## src/sv/assert_macros.svh

```systemverilog
// Assertion macros shared by the step counter RTL.
`ifndef ASSERT_MACROS_SVH
`define ASSERT_MACROS_SVH

// Same-cycle implication, sampled on clk and disabled during reset.
`define PVSC_ASSERT_NOW(lbl, ante, cons, msg) \
  lbl: assert property (@(posedge clk) disable iff (rst) (ante) |-> (cons)) \
    else $error(msg);

// Next-cycle implication, sampled on clk and disabled during reset.
`define PVSC_ASSERT_NEXT(lbl, ante, cons, msg) \
  lbl: assert property (@(posedge clk) disable iff (rst) (ante) |=> (cons)) \
    else $error(msg);

`endif

```

## src/sv/pvsc_pkg.sv

```systemverilog
// Package with widths, codes and types of the peak/valley step counter.
`default_nettype none
package pvsc_pkg;

  localparam int SAMPLE_WIDTH = 16;
  localparam int COUNT_WIDTH  = 16;
  localparam int POS_WIDTH    = 16;
  localparam int KIND_WIDTH   = 2;
  localparam int HELD_WIDTH   = 2;
  localparam int ADDR_WIDTH   = 3;
  localparam int DATA_WIDTH   = 32;

  typedef logic signed [SAMPLE_WIDTH-1:0] sample_t;
  typedef logic [COUNT_WIDTH-1:0]         count_t;
  typedef logic [POS_WIDTH-1:0]           pos_t;
  typedef logic [KIND_WIDTH-1:0]          kind_t;
  typedef logic [HELD_WIDTH-1:0]          held_t;

  localparam kind_t KIND_NONE = 2'd0;
  localparam kind_t KIND_HIGH = 2'd1;
  localparam kind_t KIND_LOW  = 2'd2;

  localparam logic REG_PEAK = 1'b0;
  localparam logic REG_LOW  = 1'b1;

  localparam held_t HELD_EMPTY = 2'd0;
  localparam held_t HELD_ONE   = 2'd1;
  localparam held_t HELD_FULL  = 2'd2;

  localparam pos_t POS_MAX = {POS_WIDTH{1'b1}};

  typedef struct packed {
    sample_t peak;
    sample_t low;
  } thresh_t;

  typedef struct packed {
    kind_t  kind;
    logic   found;
    logic   seeking_next;
    count_t steps_next;
  } cls_t;

endpackage
`default_nettype wire

```

## src/sv/pvsc_cfg.sv

```systemverilog
// APB-style register block holding the peak and low thresholds.
`default_nettype none
module pvsc_cfg (
  input  wire logic                            clk,
  input  wire logic                            rst,
  input  wire logic                            psel,
  input  wire logic                            penable,
  input  wire logic                            pwrite,
  input  wire logic [pvsc_pkg::ADDR_WIDTH-1:0] paddr,
  input  wire logic [pvsc_pkg::DATA_WIDTH-1:0] pwdata,
  output logic      [pvsc_pkg::DATA_WIDTH-1:0] prdata,
  output pvsc_pkg::thresh_t                    thresh
);

  logic reg_index;
  logic write_en;

  assign reg_index = paddr[2];
  assign write_en  = psel && penable && pwrite;

  always_ff @(posedge clk) begin
    if (rst) begin
      thresh <= '0;
    end else if (write_en) begin
      case (reg_index)
        pvsc_pkg::REG_PEAK: thresh.peak <= pvsc_pkg::sample_t'(pwdata[pvsc_pkg::SAMPLE_WIDTH-1:0]);
        pvsc_pkg::REG_LOW:  thresh.low  <= pvsc_pkg::sample_t'(pwdata[pvsc_pkg::SAMPLE_WIDTH-1:0]);
        default: ;
      endcase
    end
  end

  // Reads return the threshold sign-extended to the data width.
  always_comb begin
    case (reg_index)
      pvsc_pkg::REG_PEAK: prdata = pvsc_pkg::DATA_WIDTH'(thresh.peak);
      pvsc_pkg::REG_LOW:  prdata = pvsc_pkg::DATA_WIDTH'(thresh.low);
      default:            prdata = '0;
    endcase
  end

endmodule
`default_nettype wire

```

## src/sv/pvsc_classify.sv

```systemverilog
// Classifies the middle sample of the window and updates the step search.
`default_nettype none
module pvsc_classify (
  input  wire pvsc_pkg::sample_t older,
  input  wire pvsc_pkg::sample_t middle,
  input  wire pvsc_pkg::sample_t newest,
  input  wire pvsc_pkg::thresh_t thresh,
  input  wire logic              seeking,
  input  wire pvsc_pkg::count_t  steps,
  output pvsc_pkg::cls_t         cls
);

  logic is_high;
  logic is_low;

  // A sample meeting both conditions is a high peak.
  assign is_high = (older <= middle) && (newest <= middle) && (middle > thresh.peak);
  assign is_low  = (older >= middle) && (newest >= middle) && (middle < thresh.low);

  always_comb begin
    cls.kind         = pvsc_pkg::KIND_NONE;
    cls.found        = 1'b0;
    cls.seeking_next = seeking;
    cls.steps_next   = steps;
    if (is_high) begin
      cls.kind         = pvsc_pkg::KIND_HIGH;
      cls.seeking_next = 1'b1;
    end else if (is_low) begin
      cls.kind = pvsc_pkg::KIND_LOW;
      if (seeking) begin
        cls.found        = 1'b1;
        cls.seeking_next = 1'b0;
        cls.steps_next   = steps + pvsc_pkg::count_t'(1);
      end
    end
  end

endmodule
`default_nettype wire

```

## src/sv/peak_valley_step_counter.sv

```systemverilog
// Top level of the peak/valley step counter: input stage, window state and result register.
`default_nettype none
// The block takes one signed Q8.8 acceleration sample per beat and reports, one
// sample later, whether the previous sample was a high peak, a low valley or
// nothing, together with its position in the record and the running step count.
// A step is counted at the first low valley that follows a high peak. The first
// two samples of a record (first set) give no result beat, and the last sample
// of a record is never classified since it has no successor. The sustained rate
// is one sample per clock cycle while results are taken: a sample is registered
// at the input stage, and from there the classifier (six compares and a count
// increment) runs between that stage and the window state, writing the result
// register. The result register and the input stage both hold a beat, so a
// stalled result does not stop a new sample from being taken in; the input
// stage waits only when it holds a sample that yields a result while the
// result register is still full.
// Thresholds are written through the APB-style port at byte addresses 0 (peak)
// and 4 (low), and should only be changed while no sample is in flight.
module peak_valley_step_counter (
  input  wire logic                            clk,
  input  wire logic                            rst,
  // Sample channel.
  input  wire logic                            sample_valid,
  output logic                                 sample_ready,
  input  wire pvsc_pkg::sample_t               sample,
  input  wire logic                            first,
  input  wire logic                            clear_count,
  // Result channel.
  output logic                                 result_valid,
  input  wire logic                            result_ready,
  output pvsc_pkg::pos_t                       position,
  output pvsc_pkg::kind_t                      kind,
  output logic                                 step_found,
  output pvsc_pkg::count_t                     step_count,
  // Configuration port.
  input  wire logic                            psel,
  input  wire logic                            penable,
  input  wire logic                            pwrite,
  input  wire logic [pvsc_pkg::ADDR_WIDTH-1:0] paddr,
  input  wire logic [pvsc_pkg::DATA_WIDTH-1:0] pwdata,
  output logic      [pvsc_pkg::DATA_WIDTH-1:0] prdata,
  output logic                                 pready
);

  pvsc_pkg::thresh_t thresh;

  // Input stage.
  logic              s1_valid;
  pvsc_pkg::sample_t s1_sample;
  logic              s1_first;
  logic              s1_clear;

  // Window and search state.
  pvsc_pkg::sample_t older_sample;
  pvsc_pkg::sample_t middle_sample;
  pvsc_pkg::held_t   samples_held;
  pvsc_pkg::pos_t    middle_position;
  logic              seeking_low;
  pvsc_pkg::count_t  steps;

  // State as seen by the staged sample once its first and clear_count flags apply.
  pvsc_pkg::held_t   held_eff;
  logic              seek_eff;
  pvsc_pkg::count_t  steps_eff;
  logic              s1_produces;
  logic              s1_advance;
  pvsc_pkg::cls_t    cls;

  assign pready = 1'b1;

  pvsc_cfg u_cfg (
    .clk     (clk),
    .rst     (rst),
    .psel    (psel),
    .penable (penable),
    .pwrite  (pwrite),
    .paddr   (paddr),
    .pwdata  (pwdata),
    .prdata  (prdata),
    .thresh  (thresh)
  );

  assign held_eff  = s1_first ? pvsc_pkg::HELD_EMPTY : samples_held;
  assign seek_eff  = s1_first ? 1'b0 : seeking_low;
  assign steps_eff = s1_clear ? '0 : steps;

  // A held count of three cannot arise; the upper bit alone marks a full window.
  assign s1_produces = held_eff[1];

  // A sample that fills the window needs no room in the result register.
  assign s1_advance   = s1_valid && (!s1_produces || !result_valid || result_ready);
  assign sample_ready = !s1_valid || s1_advance;

  pvsc_classify u_classify (
    .older   (older_sample),
    .middle  (middle_sample),
    .newest  (s1_sample),
    .thresh  (thresh),
    .seeking (seek_eff),
    .steps   (steps_eff),
    .cls     (cls)
  );

  always_ff @(posedge clk) begin
    if (rst) begin
      s1_valid <= 1'b0;
    end else if (sample_ready) begin
      s1_valid <= sample_valid;
    end
  end

  always_ff @(posedge clk) begin
    if (sample_ready && sample_valid) begin
      s1_sample <= sample;
      s1_first  <= first;
      s1_clear  <= clear_count;
    end
  end

  // Window update. The samples need no reset: the held count gates their use.
  always_ff @(posedge clk) begin
    if (rst) begin
      samples_held    <= pvsc_pkg::HELD_EMPTY;
      middle_position <= '0;
      seeking_low     <= 1'b0;
      steps           <= '0;
    end else if (s1_advance) begin
      steps <= s1_produces ? cls.steps_next : steps_eff;
      case (held_eff)
        pvsc_pkg::HELD_EMPTY: begin
          samples_held    <= pvsc_pkg::HELD_ONE;
          middle_position <= s1_first ? '0 : middle_position;
          seeking_low     <= seek_eff;
        end
        pvsc_pkg::HELD_ONE: begin
          samples_held    <= pvsc_pkg::HELD_FULL;
          middle_position <= pvsc_pkg::pos_t'(1);
          seeking_low     <= seek_eff;
        end
        default: begin
          samples_held    <= pvsc_pkg::HELD_FULL;
          seeking_low     <= cls.seeking_next;
          if (middle_position != pvsc_pkg::POS_MAX) begin
            middle_position <= middle_position + pvsc_pkg::pos_t'(1);
          end
        end
      endcase
    end
  end

  always_ff @(posedge clk) begin
    if (s1_advance) begin
      case (held_eff)
        pvsc_pkg::HELD_EMPTY: older_sample <= s1_sample;
        pvsc_pkg::HELD_ONE:   middle_sample <= s1_sample;
        default: begin
          older_sample  <= middle_sample;
          middle_sample <= s1_sample;
        end
      endcase
    end
  end

  // Result register.
  always_ff @(posedge clk) begin
    if (rst) begin
      result_valid <= 1'b0;
    end else if (s1_advance && s1_produces) begin
      result_valid <= 1'b1;
    end else if (result_ready) begin
      result_valid <= 1'b0;
    end
  end

  always_ff @(posedge clk) begin
    if (s1_advance && s1_produces) begin
      position   <= middle_position;
      kind       <= cls.kind;
      step_found <= cls.found;
      step_count <= cls.steps_next;
    end
  end

`include "assert_macros.svh"

  `PVSC_ASSERT_NOW(a_step_is_low, result_valid && step_found, kind == pvsc_pkg::KIND_LOW, "step reported on a sample that is not a low valley")
  `PVSC_ASSERT_NOW(a_pos_nonzero, result_valid, position != '0, "result beat at record position zero")
  `PVSC_ASSERT_NOW(a_held_range, 1'b1, samples_held != 2'd3, "window held count out of range")
  `PVSC_ASSERT_NEXT(a_no_overwrite, result_valid && !result_ready && s1_valid && s1_produces, result_valid && !s1_advance || !s1_produces || !s1_valid || result_ready, "stalled result overwritten")

endmodule
`default_nettype wire
```

## config.mk

```make
export PLATFORM = sky130hd
export DESIGN_NAME = peak_valley_step_counter
export DESIGN_NICKNAME = d
export VERILOG_FILES = /design/src/sv/pvsc_pkg.sv /design/src/sv/pvsc_cfg.sv /design/src/sv/pvsc_classify.sv /design/src/sv/peak_valley_step_counter.sv
export VERILOG_INCLUDE_DIRS = /design/src /design/src/sv
export SDC_FILE = /design/constraint.sdc
export NUM_CORES = 1
export LEC_CHECK = 0
export ABC_CLOCK_PERIOD_IN_PS = 5000
export BUFFER_PORTS_ARGS = -buffer_cell sky130_fd_sc_hd__buf_2
export CAP_MARGIN = 20
export CORE_ASPECT_RATIO = 0.75
export CORE_MARGIN = 5
export CORE_UTILIZATION = 30
export CTS_BUF_LIST = sky130_fd_sc_hd__clkbuf_16
export DETAILED_ROUTE_END_ITERATION = 10
export PLACE_DENSITY = 0.6
export SKIP_CTS_REPAIR_TIMING = 1
export SYNTH_ARGS = -nofsm -noshare
export SYNTH_HDL_FRONTEND = slang
export SYNTH_SLANG_ARGS = --single-unit
```

## constraint.sdc

```tcl
create_clock -name clk -period 5 [get_ports clk]
set_clock_uncertainty 0.15 [all_clocks]
set_input_delay 0.25 -clock clk [delete_from_list [all_inputs] [get_ports clk]]
set_output_delay 0.25 -clock clk [all_outputs]
set_load 0.01 [all_outputs]
```

Word level (Yosys, flattened, before mapping):

Index checks and enable logic that the tools add are counted.

* bitwise logic cells: 4
* add/subtract/negate cells: 2
* magnitude comparators: 6
* muxes and demuxes: 17
* eq/ne operators: 3
* reduce and logical (&&, ||, !) cells: 25

Operator list (number)
* $mux 16: 5
* $pmux 16 s2: 2
* $pmux 32 s2: 1
* $add 16x1->16 const B: 2
* $ge 16x16->1: 2
* $le 16x16->1: 2
* $mux 20: 1
* $mux 18: 1
* $gt 16x16->1: 1
* $lt 16x16->1: 1
* $ne 16x16->1 const B: 1
* $logic_and 1x1->1: 9
* $reduce_and 2->1: 4
* $mux 1: 5
* $mux 2: 2
* $not 1->1: 4
* $reduce_or 2->1: 2
* $logic_not 1->1: 3
* $logic_or 1x1->1: 3
* $reduce_and 3->1: 1
* $reduce_bool 3->1: 1
* $eq 2x1->1 const B: 1
* $logic_not 2->1: 1
* $ne 2x2->1 const B: 1
* $reduce_bool 2->1: 1

* logic and storage cells: 74
* bits of input ports: 60
* flip-flop bits (word level): 154

Depth between registers and ports, before layout:

* word-level depth: 7
* gate-level depth with buffers: 14
* gate-level depth less buffers: 12

By module:

A second synthesis with hierarchy kept.

* cell total of the unflattened synthesis: 760
* area total of the unflattened synthesis: 8274.2 um^2

By module, submodules not included
* peak_valley_step_counter: times used 1, cells each 322, area an instance 4570.6 um^2, seq. area each 3293.2 um^2
* pvsc_classify: times used 1, cells each 280, area an instance 2028.2 um^2, seq. area each 0.0 um^2
* pvsc_cfg: times used 1, cells each 158, area an instance 1675.4 um^2, seq. area each 640.6 um^2

Least setup slack after synthesis:

No wires, ideal clock.

* path type: register to register
* from: register middle_sample[15]
* to: register step_count[1] (data pin)
* cell stages (with the launch flop): 15
* setup slack: 1.563 ns
* path buffers: 2
* library setup time: 0.260 ns
* period minus slack after synthesis: 3.437 ns
* data arrival time: 3.027 ns
* path through: edfxtp_1 -> inv_1 -> ha_1 -> nand4_1 -> nor3_1 -> a21boi_1 -> nor4_1 -> mux2i_1 -> or4_1 -> buf_2 -> or2_1 -> buf_6 -> inv_2 -> nand2_1 -> mux2_2

RTL lines
* start, declared: line peak_valley_step_counter.sv:54 `pvsc_pkg::sample_t middle_sample;`
* start signal, assigned: line peak_valley_step_counter.sv:154 `pvsc_pkg::HELD_ONE: middle_sample <= s1_sample;`
* start signal, assigned: line peak_valley_step_counter.sv:157 `middle_sample <= s1_sample;`
* end signal, assigned: line peak_valley_step_counter.sv:179 `step_count <= cls.steps_next;`
* end, declared: line peak_valley_step_counter.sv:33 `output pvsc_pkg::count_t step_count,`

==> impl_metrics.tcl <==
set metrics [dict create \
    grt_pass1_wl_mm 31.97 \
    final_common_cell "nand2_1" \
    place_congestion 0.8209 \
    holdCritPathClass "input port to register" \
    cpLargestDelayFamily "simple AND/OR/NAND/NOR gates" \
    r2r_setup_slack_ns 0.72 \
    ir_drop_mv 0.2224 \
    drt-pass1-iter-count 5 \
    rows 51 \
    die_area_um2 29540 \
    finalCritPeriodShare 0.8551 \
    slowest_stage "or4_1" \
    ys_seq_area_frac 0.5011 \
    maxSlewViolCount 0 \
    totalWireLength_mm 19.84 \
    maxCapViolCount 0 \
    grt.overflow.total 0 \
    io_pins 130 \
    die_w_um 196.8 \
    ys_async_sr_fraction 0 \
    status "complete, no violations" \
    netlist_instances 810 \
    ys_warn_count 0 \
    p_per_area_nw_per_um2 303.8 \
    p_leak_nw 3.781 \
    cts_tree "built" \
    max_slew_margin 0.3917 \
    timing.rr.start "middle_sample[15]" \
    h-tree-depth 4 \
    post-place-ws_ns 0.7486 \
    rsz0062_at_grt "no" \
    critPathLaunchType "register" \
    grt_pass1_vias 5931 \
    detail-route-antenna-nets 0 \
    rr_endpoint "step_count[1]" \
    nets 1067 \
    worst_slack_ns 0.7245 \
    syn-num-nets 935 \
    clock_latency_ns 0.42 \
    slowest_delay_ns 0.62 \
    yosys_register_bits 154 \
    min_to "result_valid" \
    cp_max_fo 17 \
    track_usage 0.1370 \
    final_util 0.3735 \
    start_util 0.3038 \
    cts.sinks 154 \
    placedCellCount 1229 \
    portBuffers 110 \
    cts-root-buf "clkbuf_16" \
    setup_viol 0 \
    core_area_um2 25840 \
    via_count 6261 \
    worstRegToRegCells 12 \
    synth_enable_flop_cells 85 \
    crit_chain "inv_1 > ha_1 > nand4_1 > nor3_1 > a21boi_1 > nor4_1 > mux2i_1 > or4_1 > or2_1 > inv_2 > nand2_1 > mux2_2" \
    worst_hold_slack_ns 0.04846 \
    final_area_um2 9653 \
    hold_viol_final 0 \
    drt_iter0_markers 388 \
    total_power_mw 2.932 \
    worst-slew-pin-transition_ns 0.9114 \
    place_area_um2 8668 \
    ys.flop_type "edfxtp_1" \
    antenna_found_initial 0 \
    hold_depth 3 \
    antenna_cells 0 \
    grt_start_max_net_pins 46 \
    syn_to_final_growth_pct 22.97 \
    cts_buffers 17 \
    clkTransAtPathRegs_ns 0.06 \
    drive_gt1_frac 0.1613 \
    viasPerCell 4.820 \
    finalSetupTns_ns 0 \
    fin_cells 1299 \
    clock_path_buffers 2 \
    critPathCaptureType "register" \
    min_from "result_ready" \
    period_minus_slack_ns 4.276 \
    synth_area_um2 7850 \
    cp.buffers_inverters 2 \
    arrival_ns 4.30 \
    synth_cell_types 61 \
    required_ns 5.02 \
    clock.fmax_ghz 0.2339 \
    wl_per_cell_um 15.27 \
    dp_hpwl_mm 14.68 \
    syn_area_per_cell_um2 9.691 \
    path_class "register to register" \
    drc_errors 0 \
    die_h_um 150.1 \
    final_cell_mix "137 x nand2_1, 111 x buf_2, 85 x edfxtp_1" \
]
cells in the mapped netlist (4+ instances only):
| cell type | n | area (um^2) |
|---|---|---|
| clkbuf_1 | 21 | 78.83 |
| mux2i_1 | 4 | 40.04 |
| nor2_1 | 42 | 157.7 |
| and2_1 | 4 | 25.02 |
| nand2_1 | 137 | 514.2 |
| o21ai_0 | 47 | 235.2 |
| nor4_1 | 9 | 56.30 |
| edfxtp_1 | 85 | 2552 |
| o311ai_1 | 7 | 61.31 |
| a21oi_1 | 69 | 345.3 |
| nand3_1 | 19 | 95.09 |
| nor2b_1 | 16 | 100.1 |
| a21o_1 | 4 | 30.03 |
| xnor2_1 | 17 | 148.9 |
| and3_1 | 10 | 62.56 |
| buf_4 | 17 | 127.6 |
| ha_1 | 65 | 813.3 |
| nand2b_1 | 5 | 31.28 |
| a31oi_1 | 5 | 31.28 |
| nor3_1 | 10 | 50.05 |
| inv_1 | 57 | 214.0 |
| xor2_1 | 8 | 70.07 |
| dfxtp_1 | 69 | 1381 |
| or3_1 | 7 | 43.79 |
| nand4_1 | 19 | 118.9 |
sequential cells by signal, summed over array words and instances, names as in the netlist:
register         count
kind                 2
middle_position     16
middle_sample       16
older_sample        16
position            16
result_valid         1
s1_clear             1
s1_first             1
s1_sample           16
s1_valid             1
samples_held         2
seeking_low          1
step_count          16
step_found           1
steps               16
u_cfg.thresh        32
area by class of cell:
class | instances | area (um^2)
sequential | 154 | 3934
inverter | 58 | 217.7
clock buffer | 18 | 450.4
multi-input combinational | 556 | 3480
clock inverter | 14 | 152.6
fill | 2564 | 16190
tap | 344 | 430.4
timing repair buffer | 155 | 988.4
power breakdown:
part	switching (mW)	total [mW]	leakage (nW)	internal, mW
combinational	0.120	0.205	2.09	0.0850
sequential	0.0230	1.39	1.39	1.37
clock	0.529	1.34	0.302	0.808
total	0.672	2.93	3.78	2.26
cell families (layout without fill, tap and decap cells):
family | Yosys count | after routing | synth area share
compound gates | 169 | 169 | 0.1291
mux | 6 | 6 | 0.007969
xor+xnor | 25 | 25 | 0.02789
buf+inv | 100 | 245 | 0.05722
other cells | 1 | 1 | 0.0004777
fa+ha+maj | 65 | 65 | 0.1036
flops | 154 | 154 | 0.5011
simple gates | 290 | 290 | 0.1726
worst max-delay path by stage:
stage                 startpoint       endpoint  slack (ns)  cells past startpoint
2_1_floorplan  middle_sample[15]  step_count[1]        1.56                     14
3_3_place_gp   middle_sample[15]  step_count[1]        0.77                     12
3_5_place_dp   middle_sample[15]  step_count[1]        0.75                     12
4_1_cts        middle_sample[15]  step_count[1]        0.71                     12
5_1_grt        middle_sample[13]  step_count[1]        0.49                     11
6_report       middle_sample[15]  step_count[1]        0.72                     12
metal layers:
layer  global-route usage  share of wire  vias to the layer above
li1                     -              -                     3138
met1               0.2066           0.52                     2927
met2               0.1892           0.40                      174
met3              0.03937          0.064                       22
met4              0.03881          0.013                        0
met5                    0              0                        -
worst reg2reg max path, stage by stage (launching register included):
cell      delay (ns)
edfxtp_1        0.43
inv_1           0.14
ha_1            0.31
nand4_1         0.21
nor3_1          0.12
a21boi_1        0.14
nor4_1          0.49
mux2i_1         0.14
or4_1           0.62
or2_1           0.53
inv_2           0.30
nand2_1         0.15
mux2_2          0.29
Note: power is estimated with default switching activity, not from simulation.
